$ cat src/rtl/assert_macros.svh
// assertion macros shared by the rtl modules
// no dependencies; compiled away when SYNTHESIS is defined
`ifndef ASSERT_MACROS_SVH
`define ASSERT_MACROS_SVH
`ifndef SYNTHESIS
// property must hold at every clock edge outside reset
`define ASSERT_CLK(name, clk, rst_n, prop) \
  name: assert property (@(posedge clk) disable iff (!rst_n) (prop)) \
    else $error("concurrent assertion failed");
// expression must never be true outside reset
`define ASSERT_NEVER(name, clk, rst_n, expr) \
  name: assert property (@(posedge clk) disable iff (!rst_n) !(expr)) \
    else $error("forbidden condition seen");
`else
`define ASSERT_CLK(name, clk, rst_n, prop)
`define ASSERT_NEVER(name, clk, rst_n, expr)
`endif
`endif

$ cat src/rtl/tdcsm_pkg.sv
// types, codes and constants of the character state machine
// no dependencies
`default_nettype none

package tdcsm_pkg;

  localparam int STATE_W = 4;
  localparam int CHAR_W  = 8;
  localparam int ACT_W   = 4;

  localparam int STATE_LIMIT     = 2 ** STATE_W;
  localparam int NUM_STATES_DEF  = 16;
  localparam int NUM_ACTIONS_DEF = 16;

  // depth of the queue between front and back
  localparam int QUEUE_DEPTH = 4;

  typedef enum logic [1:0] {
    OP_CHAR      = 2'd0,
    OP_ADD       = 2'd1,
    OP_SET_ENTRY = 2'd2,
    OP_SET_EXIT  = 2'd3
  } op_e;

  typedef enum logic [1:0] {
    KIND_EXIT  = 2'd0,
    KIND_TRANS = 2'd1,
    KIND_ENTRY = 2'd2
  } kind_e;

  typedef enum logic {
    REG_HOME_STATE    = 1'b0,
    REG_GROUND_ENABLE = 1'b1
  } reg_e;

  // classified request as it travels through the queue
  typedef struct packed {
    op_e                op;
    logic               use_ground;
    logic [CHAR_W-1:0]  ch;
    logic [STATE_W-1:0] st;
    logic               has_tgt;
    logic [STATE_W-1:0] tgt;
    logic [ACT_W-1:0]   act;
  } item_t;

  typedef struct packed {
    logic               valid;
    logic               has_tgt;
    logic [STATE_W-1:0] tgt;
    logic [ACT_W-1:0]   act;
  } tab_entry_t;

endpackage

`default_nettype wire

$ cat src/rtl/tdcsm_front.sv
// front end: takes requests, range checks them and tracks the ground start
// depends on tdcsm_pkg
`default_nettype none

module tdcsm_front import tdcsm_pkg::*; #(
  parameter int NUM_STATES  = NUM_STATES_DEF,
  parameter int NUM_ACTIONS = NUM_ACTIONS_DEF
) (
  input  wire logic               clk_i,
  input  wire logic               rst_ni,
  input  wire logic               accept_i,
  input  wire logic [1:0]         operation_i,
  input  wire logic [CHAR_W-1:0]  char_code_i,
  input  wire logic [STATE_W-1:0] state_index_i,
  input  wire logic [STATE_W-1:0] target_state_i,
  input  wire logic               target_present_i,
  input  wire logic [ACT_W-1:0]   action_code_i,
  input  wire logic [STATE_W-1:0] home_state_i,
  input  wire logic               ground_enable_i,
  output logic                    push_o,
  output item_t                   item_o
);

  logic started_q, started_d;
  logic st_ok, tgt_ok, ground_ok, keep;
  logic [ACT_W-1:0] act_clip;

  assign st_ok     = 32'(state_index_i) < NUM_STATES;
  assign tgt_ok    = 32'(target_state_i) < NUM_STATES;
  assign ground_ok = ground_enable_i && (32'(home_state_i) < NUM_STATES);
  assign act_clip  = (32'(action_code_i) < NUM_ACTIONS) ? action_code_i : '0;

  always_comb begin
    item_o.op         = op_e'(operation_i);
    item_o.use_ground = 1'b0;
    item_o.ch         = char_code_i;
    item_o.st         = state_index_i;
    item_o.has_tgt    = target_present_i;
    item_o.tgt        = target_present_i ? target_state_i : '0;
    item_o.act        = act_clip;
    keep              = 1'b0;
    started_d         = started_q;
    unique case (op_e'(operation_i))
      OP_CHAR: begin
        if (started_q) begin
          keep = 1'b1;
        end else if (ground_ok) begin
          // first character: look up from the ground state
          keep              = 1'b1;
          item_o.use_ground = 1'b1;
          item_o.st         = home_state_i;
          if (accept_i) begin
            started_d = 1'b1;
          end
        end
      end
      OP_ADD: begin
        keep = st_ok && (!target_present_i || tgt_ok);
      end
      OP_SET_ENTRY, OP_SET_EXIT: begin
        keep = st_ok;
      end
    endcase
  end

  assign push_o = accept_i && keep;

  always_ff @(posedge clk_i or negedge rst_ni) begin
    if (!rst_ni) begin
      started_q <= 1'b0;
    end else begin
      started_q <= started_d;
    end
  end

endmodule

`default_nettype wire

$ cat config.mk
export PLATFORM = sky130hd
export DESIGN_NAME = tdcsm_front
export DESIGN_NICKNAME = d
export VERILOG_FILES = /design/src/rtl/assert_macros.svh /design/src/rtl/tdcsm_pkg.sv /design/src/rtl/tdcsm_front.sv
export SDC_FILE = /design/constraint.sdc
export NUM_CORES = 1
export LEC_CHECK = 0
export BUFFER_PORTS_ARGS = -buffer_cell sky130_fd_sc_hd__buf_2
export CORE_AREA = 4 4 41 43
export CTS_BUF_LIST = sky130_fd_sc_hd__clkbuf_4
export DETAILED_ROUTE_END_ITERATION = 10
export DIE_AREA = 0 0 45 47
export HOLD_SLACK_MARGIN = 0.05
export PLACE_DENSITY = 0.77
export SYNTH_ARGS = -nofsm -noshare
export SYNTH_HDL_FRONTEND = slang
export SYNTH_SLANG_ARGS = --single-unit
export TNS_END_PERCENT = 20
$ cat constraint.sdc
create_clock -name clk_i -period 3.65 [get_ports clk_i]
set_input_delay 0.73 -clock clk_i [delete_from_list [all_inputs] [get_ports clk_i]]
set_output_delay 0.73 -clock clk_i [all_outputs]
set_load 0.02 [all_outputs]
* Yosys cells after proc, flatten, opt, wreduce, memory -nomap -nowiden
Index checks and enable logic that the tools add are counted.
Cells by class: eq/ne operators 3, muxes and demuxes 12, bitwise gates (word level) 0, shifts and indexed selects 0, add/sub/neg operators 0, $mul 0, order comparisons 0, div/mod/pow operators 0, reduce and logical (&&, ||, !) cells 3
Operator list (number):
- 4-bit 2-to-1 mux | 4
- 1-bit 2-to-1 mux | 7
- 2-bit equality test (second input constant) | 2
- 3-bit OR reduction | 1
- 2-bit by 1-bit equality test with 1-bit output (second input constant) | 1
- 2-bit logical NOT | 1
- 1-bit one-hot mux with 2 select lines | 1
- 1-bit logical AND | 1
Storage, ports and cells: bits in latches 0, output and inout bits 25, register bits 1, bits of input ports 31, memories kept 0, RAM bits 0, bits in read-only memories 0

* Longest topological paths before layout
depth in word-level cells 4, mapped depth 2, mapped depth without buffers 2

* Least setup slack after synthesis
Ideal clock, no wire load.
path type input to output, from in operation_i[0], to out item_o[10] in the netlist's numbering, path slack 1.241 ns, required time 2.920 ns, stages 2, arrival 1.679 ns, path through nor4b_4 > mux2_2
RTL lines:
- from (decl) | RTL line tdcsm_front.sv:12 | input wire logic [1:0] operation_i,
- to (decl) | RTL line tdcsm_front.sv:21 | output item_t item_o

==> results.py <==
metrics = {
    "timing": {
        "whs_ps": 504.7,
        "rsz0062_at_grt": "no",
        "finalHoldViolations": 0,
        "slew_headroom": 0.7442,
        "fin_crit_ps": 2536,
        "maxSlewViolCount": 0,
        "clock_skew_ps": 0,
        "setup_violations": 0,
        "final.period_utilization": 0.6948,
        "fmax_ghz": 0.3943,
        "worst_pin_slew_ps": 382.1,
        "tns_ps": 0,
        "postLayoutSetupSlackWorst_ps": 1114,
    },
    "logic_synthesis": {
        "synth_nets": 59,
        "synth_top_cell_by_area": "buf_4",
        "synth_largest_type_area_fraction": 0.4390,
        "synth.avg_cell_area_um2": 9.161,
        "ys_ff_latch": 1,
        "yosysSeqAreaShare": 0.09756,
        "syn_inst": 28,
        "syn_area_um2": 256.5,
        "yosysWarnings": 0,
        "synthDistinctLibCells": 8,
        "synth_area_leaders": "buf_4 (44%), mux2_2 (18%), and2_1 (9.8%)",
    },
    "floorplan": {
        "die_area_um2": 2115,
        "row_count": 13,
        "start_util": 0.1971,
        "die_w_um": 45,
        "io_pins": 56,
        "core_area_um2": 1301,
        "die_y_um": 47,
    },
    "drt": {
        "drt_iter0_markers": 0,
        "wire_per_inst_um": 11.17,
        "drc": 0,
        "finalWirelength_um": 659,
        "first_pass_iters": 1,
        "vias": 251,
        "viasPerCell": 4.254,
        "drtAntennaViolNets": 0,
    },
    "pwr": {
        "p_per_area_nw_per_um2": 152.2,
        "p_int_mw": 0.02862,
        "power_frac_comb": 0.737,
        "p_clk_frac": 0,
        "ir_drop_v": 0.00004091,
        "pwr-share-seq": 0.263,
        "p_sw_mw": 0.01976,
        "p_leak_nw": 0.1756,
        "p_sw_frac": 0.4084,
        "power.total_mw": 0.04838,
    },
    "global_routing": {
        "grt_usage": 0.05205,
        "antenna_found_initial": 0,
        "grt_pass1_wl_um": 862,
        "grt_overflow": 0,
        "first_global_vias": 251,
        "grt_max_degree": 6,
    },
    "setup_path": {
        "critPathLaunchType": "input pin",
        "r2r_cells": 1,
        "critPathArrivalTime_ps": 1810,
        "end_kind": "output pin",
        "reg2reg_from": "started_q$_DFFE_PN0N_",
        "crit_fanout": 5,
        "critical_path_class": "input pin to output pin",
        "ff2ff_setup_slack_ps": 2900,
        "crit_required_ps": 2920,
        "r2r-end": "started_q$_DFFE_PN0N_",
    },
    "finish": {
        "drive_above_1_share": 0.8636,
        "largestRegisters": "started_q x1",
        "areaGrowthSynthToFinish_pct": 23.90,
        "design_area_um2": 317.8,
        "num-nets-final": 77,
        "final_cells": 59,
        "largest_register": "started_q",
        "num_antenna_cells": 0,
        "largest_reg_flops": 1,
        "post-route-util": 0.2442,
    },
    "placement": {
        "io_buffers": 31,
        "place_congestion": 0.5690,
        "dpl.hpwl_um": 596.1,
        "place_area_um2": 317.8,
        "dp_slack_ps": 1089,
        "dpl.cell_count": 59,
    },
    "outcome": {
        "outcome": "finished, final reports clean",
    },
    "clock_tree": {
        "post_cts_buffers": 0,
        "cts_resized": 0,
        "clk_latency_ps": 0,
        "path_clk_slew_ps": 0,
        "cts_hold_buf": 0,
    },
    "hold_path": {
        "hold_class": "input pin to asynchronous set/reset pin",
    },
    "run": {
        "maxCapViolCount": 0,
    },
}
==> cell usage after synthesis <==
cell type / number
nor4b_4: 1
nor2_1: 1
a31o_2: 1
dfrtp_1: 1
and2_1: 4
buf_4: 15
mux2_2: 4
o41a_2: 1
==> layout make-up <==
class / instances / area [um^2]
Fill cell: 145 / 983.4
Sequential cell: 1 / 25.02
Timing Repair Buffer: 31 / 155.1
Multi-Input combinational cell: 12 / 118.9
Tap cell: 15 / 18.77
==> power groups by stage <==
stage	Combinational [mW]	Clock, mW	Sequential [mW]
floorplan	0.0379	0	0.0126
global placement	0.0358	0	0.0127
detailed placement	0.0360	0	0.0127
CTS	0.0361	0	0.0128
global route	0.0382	0	0.0128
finish	0.0357	0	0.0127
==> critical path: stages <==
cell	delay, ps
buf_2	130
nor4b_4	410
mux2_2	380
buf_2	160
==> worst max-delay path by stage <==
stage | cells past startpoint | to | startpoint
4_1_cts | 4 | item_o[11] | operation_i[0]
5_1_grt | 4 | item_o[11] | operation_i[0]
3_3_place_gp | 4 | item_o[11] | operation_i[0]
2_1_floorplan | 2 | item_o[10] | operation_i[0]
3_5_place_dp | 4 | item_o[11] | operation_i[0]
6_report | 4 | item_o[11] | operation_i[0]
==> placed cells by master (no fill, tap or decap) <==
cell and count:
o41a_2 1, buf_2 31, and2_1 4, nor2_1 1, mux2_2 4, dfrtp_1 1, nor4b_4 1, a31o_2 1
==> per-layer routing <==
layer	up-vias	GRT usage	wire length, um
li1	115	-	-
met5	-	0	0
met2	40	0.1158	243
met3	2	0.03448	235
met1	94	0.03394	172
met4	0	0.005848	8
==> logic make-up (layout without fill, tap and decap cells) <==
group	Yosys count	after routing	share of synthesized area
flops	1	1	0.09755
mux	4	4	0.1756
compound gates	2	2	0.08293
buf+inv	15	31	0.4390
simple gates	6	6	0.2048
Power figures use the tool's default switching activity.
