## src/rtl/assert_macros.svh

```systemverilog
// assertion macros shared by the rtl modules
// no dependencies; compiled away when SYNTHESIS is defined
`ifndef ASSERT_MACROS_SVH
`define ASSERT_MACROS_SVH
`ifndef SYNTHESIS
// property must hold at every clock edge outside reset
`define ASSERT_CLK(name, clk, rst_n, prop) \
  name: assert property (@(posedge clk) disable iff (!rst_n) (prop)) \
    else $error("concurrent assertion failed");
// expression must never be true outside reset
`define ASSERT_NEVER(name, clk, rst_n, expr) \
  name: assert property (@(posedge clk) disable iff (!rst_n) !(expr)) \
    else $error("forbidden condition seen");
`else
`define ASSERT_CLK(name, clk, rst_n, prop)
`define ASSERT_NEVER(name, clk, rst_n, expr)
`endif
`endif

```

## src/rtl/tdcsm_pkg.sv

```systemverilog
// types, codes and constants of the character state machine
// no dependencies
`default_nettype none

package tdcsm_pkg;

  localparam int STATE_W = 4;
  localparam int CHAR_W  = 8;
  localparam int ACT_W   = 4;

  localparam int STATE_LIMIT     = 2 ** STATE_W;
  localparam int NUM_STATES_DEF  = 16;
  localparam int NUM_ACTIONS_DEF = 16;

  // depth of the queue between front and back
  localparam int QUEUE_DEPTH = 4;

  typedef enum logic [1:0] {
    OP_CHAR      = 2'd0,
    OP_ADD       = 2'd1,
    OP_SET_ENTRY = 2'd2,
    OP_SET_EXIT  = 2'd3
  } op_e;

  typedef enum logic [1:0] {
    KIND_EXIT  = 2'd0,
    KIND_TRANS = 2'd1,
    KIND_ENTRY = 2'd2
  } kind_e;

  typedef enum logic {
    REG_HOME_STATE    = 1'b0,
    REG_GROUND_ENABLE = 1'b1
  } reg_e;

  // classified request as it travels through the queue
  typedef struct packed {
    op_e                op;
    logic               use_ground;
    logic [CHAR_W-1:0]  ch;
    logic [STATE_W-1:0] st;
    logic               has_tgt;
    logic [STATE_W-1:0] tgt;
    logic [ACT_W-1:0]   act;
  } item_t;

  typedef struct packed {
    logic               valid;
    logic               has_tgt;
    logic [STATE_W-1:0] tgt;
    logic [ACT_W-1:0]   act;
  } tab_entry_t;

endpackage

`default_nettype wire

```

## src/rtl/tdcsm_queue.sv

```systemverilog
// short request queue between the front and back ends
// depends on tdcsm_pkg and assert_macros.svh
`default_nettype none
`include "assert_macros.svh"

module tdcsm_queue import tdcsm_pkg::*; (
  input  wire logic  clk_i,
  input  wire logic  rst_ni,
  input  wire logic  push_i,
  input  item_t      item_i,
  input  wire logic  pop_i,
  output logic       full_o,
  output logic       valid_o,
  output item_t      item_o
);

  localparam int PTR_W = $clog2(QUEUE_DEPTH);
  localparam int CNT_W = $clog2(QUEUE_DEPTH + 1);

  item_t            mem_q [QUEUE_DEPTH];
  logic [PTR_W-1:0] wr_ptr_q, rd_ptr_q;
  logic [CNT_W-1:0] cnt_q;

  assign full_o  = cnt_q == CNT_W'(QUEUE_DEPTH);
  assign valid_o = cnt_q != '0;
  assign item_o  = mem_q[rd_ptr_q];

  function automatic logic [PTR_W-1:0] ptr_next(input logic [PTR_W-1:0] p);
    return (p == PTR_W'(QUEUE_DEPTH - 1)) ? '0 : p + PTR_W'(1);
  endfunction

  always_ff @(posedge clk_i) begin
    if (push_i) begin
      mem_q[wr_ptr_q] <= item_i;
    end
  end

  always_ff @(posedge clk_i or negedge rst_ni) begin
    if (!rst_ni) begin
      wr_ptr_q <= '0;
      rd_ptr_q <= '0;
      cnt_q    <= '0;
    end else begin
      if (push_i) begin
        wr_ptr_q <= ptr_next(wr_ptr_q);
      end
      if (pop_i) begin
        rd_ptr_q <= ptr_next(rd_ptr_q);
      end
      if (push_i && !pop_i) begin
        cnt_q <= cnt_q + CNT_W'(1);
      end else if (pop_i && !push_i) begin
        cnt_q <= cnt_q - CNT_W'(1);
      end
    end
  end

  `ASSERT_NEVER(q_no_overflow, clk_i, rst_ni, push_i && full_o)
  `ASSERT_NEVER(q_no_underflow, clk_i, rst_ni, pop_i && !valid_o)
  `ASSERT_CLK(q_count_grows, clk_i, rst_ni, push_i && !pop_i |=> valid_o)

endmodule

`default_nettype wire

```

## config.mk

```make
export PLATFORM = sky130hd
export DESIGN_NAME = tdcsm_queue
export DESIGN_NICKNAME = d
export VERILOG_FILES = /design/src/rtl/tdcsm_pkg.sv /design/src/rtl/tdcsm_queue.sv
export VERILOG_INCLUDE_DIRS = /design/src /design/src/rtl
export SDC_FILE = /design/constraint.sdc
export NUM_CORES = 1
export LEC_CHECK = 0
export BUFFER_PORTS_ARGS = -buffer_cell sky130_fd_sc_hd__clkbuf_2
export CORE_AREA = 2 2 109 69
export CTS_BUF_LIST = sky130_fd_sc_hd__clkbuf_4
export DETAILED_ROUTE_END_ITERATION = 8
export DIE_AREA = 0 0 111 71
export PLACE_DENSITY = 0.83
export SLEW_MARGIN = 5
export SYNTH_ARGS = -nofsm -noshare
export SYNTH_HDL_FRONTEND = slang
export SYNTH_SLANG_ARGS = --single-unit
```

## constraint.sdc

```tcl
create_clock -name clk_i -period 2.3 [get_ports clk_i]
set_input_delay 0.46 -clock clk_i [delete_from_list [all_inputs] [get_ports clk_i]]
set_output_delay 0.46 -clock clk_i [all_outputs]
set_load 0.02 [all_outputs]
```

== Word-level counts from Yosys, hierarchy flattened ==
Memories as Yosys holds them, arrays and structs flattened.
Index checks and enable logic that the tools add are counted.
Word-level totals
  output and inout bits: 26
  memories kept: 1
  memory bits (writable): 96
  register bits after elaboration: 7
Operators by class
  reduce and logical (&&, ||, !) cells: 6
  muxes and demuxes: 6
  add/sub/neg operators: 4
  eq/ne operators: 3
Memory list
  mem_q: depth 4, width 24, read ports 1, clocked after memory_dff 0, wr ports 1, line tdcsm_queue.sv:20  | item_t mem_q [QUEUE_DEPTH];
Operators by type and width (count)
  two-way mux 3 bit: 2
  adder 2 x 1 -> 2 bit (second input constant): 2
  equality test 2 bit (second input constant): 2
  two-way mux 2 bit: 2
  adder 3 x 1 -> 3 bit (second input constant): 1
  equality test 3 bit (second input constant): 1
  nonzero test 3 bit: 1
  subtractor 3 x 1 -> 3 bit (second input constant): 1
  logical AND 1 bit: 2
  logical NOT 1 bit: 2
  two-way mux 1 bit: 2
  nonzero test 2 bit: 1

== Depth between registers and ports, before layout ==
  depth after elaboration: 4
  gate-level depth with buffers: 7
  depth with buffers taken out: 7

== Worst setup path before layout ==
OpenSTA, ideal clock, no wires.
  kind: register -> output
  start: register rd_ptr_q[0]
  end: output item_o[10] (netlist name)
  stages on the path, launching flop included: 4
  required time: 1840 ps
  path slack: 634 ps
  arrival time: 1206 ps
  buffers on the path: 2
  cell sequence: dfrtp_1 -> buf_6 -> buf_12 -> mux4_2
RTL lines
  from (decl): line tdcsm_queue.sv:21  | logic [PTR_W-1:0] wr_ptr_q, rd_ptr_q;
  from (signal assigned): line tdcsm_queue.sv:48  | rd_ptr_q <= ptr_next(rd_ptr_q);
  to (decl): line tdcsm_queue.sv:14  | output item_t item_o

==> results.yml <==
outcome:
  status: "finished clean"
cts:
  cts-buffers-inserted: 9
  clk_path_buf_depth: 2
  htreeDepth: 3
  post_cts_buffers: 0
  clkTransAtPathRegs_ns: 0.16
  clock_sinks: 103
  clk_latency_ns: 0.44
  clockRootBuffer: "clkbuf_4"
  cts_tree: "built"
grt:
  grt.total_usage_pct: 17.2
  grt_max_degree: 19
  grt_pass1_wl_mm: 9.65
  first_global_vias: 1830
  gr-total-overflow: 0
  antenna_found_initial: 0
logic_synthesis:
  syn-num-nets: 198
  yosysWarnings: 0
  ys_seq_elements: 103
  yosysUniqueCellTypes: 20
  netlist_area_um2: 3930
  synth_area_per_cell_um2: 24.1
  netlist_instances: 163
  yosysSeqAreaShare_pct: 77.9
setup_path:
  r2r_slack_ns: 0.67
  reg2reg_depth: 4
  cp_slowest_cell: "mux4_2"
  path_cells: "buf_6 > mux4_2 > clkbuf_2"
  worst_path_largest_cell_delay_ns: 0.53
  rr_startpoint: "wr_ptr_q[1]"
  cp-end-kind: "primary output"
  crit_required_ns: 1.84
  regToRegEndpoint: "mem_q[1][15]"
  cp-start-kind: "register"
  setup.worst_path.class: "register to primary output"
  path_max_fanout: 8
  critPathArrivalTime_ns: 1.79
place:
  io_buffers: 53
  gp_congestion: 0.679
  pre_cts_slack_ns: 0.488
  dp.cells: 313
  dpl.hpwl_mm: 4.07
final_layout:
  fin_cells: 330
  layout-drive-gt1-share_pct: 43.9
  final_cell_mix: "96 x edfxtp_1, 47 x clkbuf_2, 20 x mux4_2, 10 x clkbuf_4, 10 x buf_4"
  diodes: 0
  syn_to_final_growth_pct: 14.6
  nets: 269
  mostFrequentLayoutCell: "edfxtp_1"
floorplan:
  fp.dieW_um: 111
  pin_count: 54
  num_rows: 24
  coreArea_um2: 6940
  initial_core_util_pct: 56.6
  die_height_um: 71
  dieArea_um2: 7880
route:
  wl_mm: 6.17
  wl_per_cell_um: 18.7
  drt-pass1-iter-count: 5
  drtAntennaViolNets: 0
  avgViaCountPerCell: 5.36
  vias: 1769
  drc_errors: 0
  first_iter_violations: 87
pwr:
  leakage_nw: 1.62
  seq_power_share_pct: 47.8
  power.internal_mw: 3.53
  peakVddDrop_mv: 0.634
  switchingPower_mw: 1.77
  powerDensity_nw_per_um2: 1180
  p_clk_share_pct: 15.9
  combPwrFrac_pct: 36.3
  swShare_pct: 33.4
sta:
  finalMaxSlewViolations: 0
  setup_viol: 0
  period_needed_ns: 2.25
  maxClockFrequency_ghz: 0.444
  fin_setup_tns_ns: 0
  tightest_slew_ns: 0.474
  fin_ws_ns: 0.0490
  fin_worst_skew_ns: 0.0100
  hold_violations: 0
  grt_setup_unrepaired: "true"
  slew_headroom_pct: 68.4
  finalCritPeriodShare_pct: 97.9
hold_path:
  min_from: "item_i[1]"
  hold_class: "input pin to register"
  min_path_cells: 1
  hold_end: "mem_q[0][1]"
run:
  max_cap_violations: 0
==> per-layer routing <==
metal | global-route usage, % | up-vias | part of all wire [%]
met5 | 0 | - | 0
met4 | 5.00 | 0 | 0.83
met3 | 7.97 | 6 | 6.7
met2 | 25.6 | 47 | 46
met1 | 23.2 | 900 | 46
li1 | - | 816 | -
==> area by class of cell <==
cell class	instances	area [µm²]
Sequential cell	103	3060
Inverter	5	18.8
Clock buffer	10	75.1
Timing Repair Buffer	66	407
Fill cell	472	2440
Multi-Input combinational cell	49	776
Tap cell	91	114
Clock inverter	6	51.3
==> sequential cells by signal (all words and copies together) (netlist names) <==
register,cells
cnt_q,3
mem_q,96
rd_ptr_q,2
wr_ptr_q,2
==> critical path: cells and delay by family (launching register included) <==
kind	cells	cell delay, ns
muxes	1	0.53
buffers and inverters	2	0.37
DFF	1	0.46
==> power groups by stage <==
stage / combinational [mW] / clock [mW] / sequential [mW]
after floorplan: 1.38 / 0 / 2.53
after global placement: 1.86 / 0 / 2.55
after detailed placement: 1.89 / 0 / 2.57
after CTS: 1.90 / 0.872 / 2.53
after global routing: 2.08 / 0.944 / 2.57
final: 1.93 / 0.843 / 2.53
==> worst max-delay path by stage <==
stage / from / end / slack [ns] / cells after the start
3_5_place_dp: push_i / cnt_q[2] / 0.49 / 7
2_1_floorplan: rd_ptr_q[0] / item_o[10] / 0.63 / 3
4_1_cts: rd_ptr_q[0] / item_o[7] / 0.008 / 3
6_report: rd_ptr_q[0] / item_o[7] / 0.05 / 3
5_1_grt: rd_ptr_q[0] / item_o[7] / -0.05 / 3
3_3_place_gp: rd_ptr_q[0] / item_o[23] / 0.51 / 3
==> repair_timing <==
item,4_1_cts,5_1_grt
hold buffers,1,0
endpoints found under the hold margin,7,0
resized for setup,1,15
setup endpoints to repair,4,21
gates cloned,0,0
==> kinds of logic after synthesis <==
group / synth area share, %
DFF: 77.9
muxes: 15.2
buffers and inverters: 2.17
and+or+nand+nor: 1.40
adders and majority gates: 2.42
xor gates and xnor gates: 0.669
AOI/OAI and AO/OA: 0.255
==> Yosys cell counts <==
cell / count / area [µm²]
o21ai_0: 2 / 10.0
mux4_2: 18 / 405
nor2_1: 2 / 7.51
nor3b_1: 1 / 7.51
or3_1: 1 / 6.26
buf_6: 1 / 11.3
nand2_1: 1 / 3.75
buf_12: 2 / 40.0
xnor2_1: 1 / 8.76
fa_1: 1 / 20.0
xor2_1: 2 / 17.5
and2_1: 4 / 25.0
buf_2: 3 / 15.0
mux4_1: 6 / 158
edfxtp_1: 96 / 2880
inv_1: 5 / 18.8
nand3_1: 1 / 5.00
mux2_2: 3 / 33.8
ha_1: 6 / 75.1
dfrtp_1: 7 / 175
==> per-stage QoR <==
step / hold slack, ns / instance area (µm²) / utilization [%] / power [mW]
2_1_floorplan: 0.164 / 3930 / - / 3.92
3_3_place_gp: 0.314 / 4340 / 62.6 / 4.42
3_5_place_dp: 0.314 / 4340 / 62.6 / 4.46
4_1_cts: 0.187 / 4480 / 64.6 / 5.30
5_1_grt: 0.175 / 4500 / 64.9 / 5.59
6_report: 0.220 / 4500 / 64.9 / 5.30
Power figures use the tool's default switching activity.
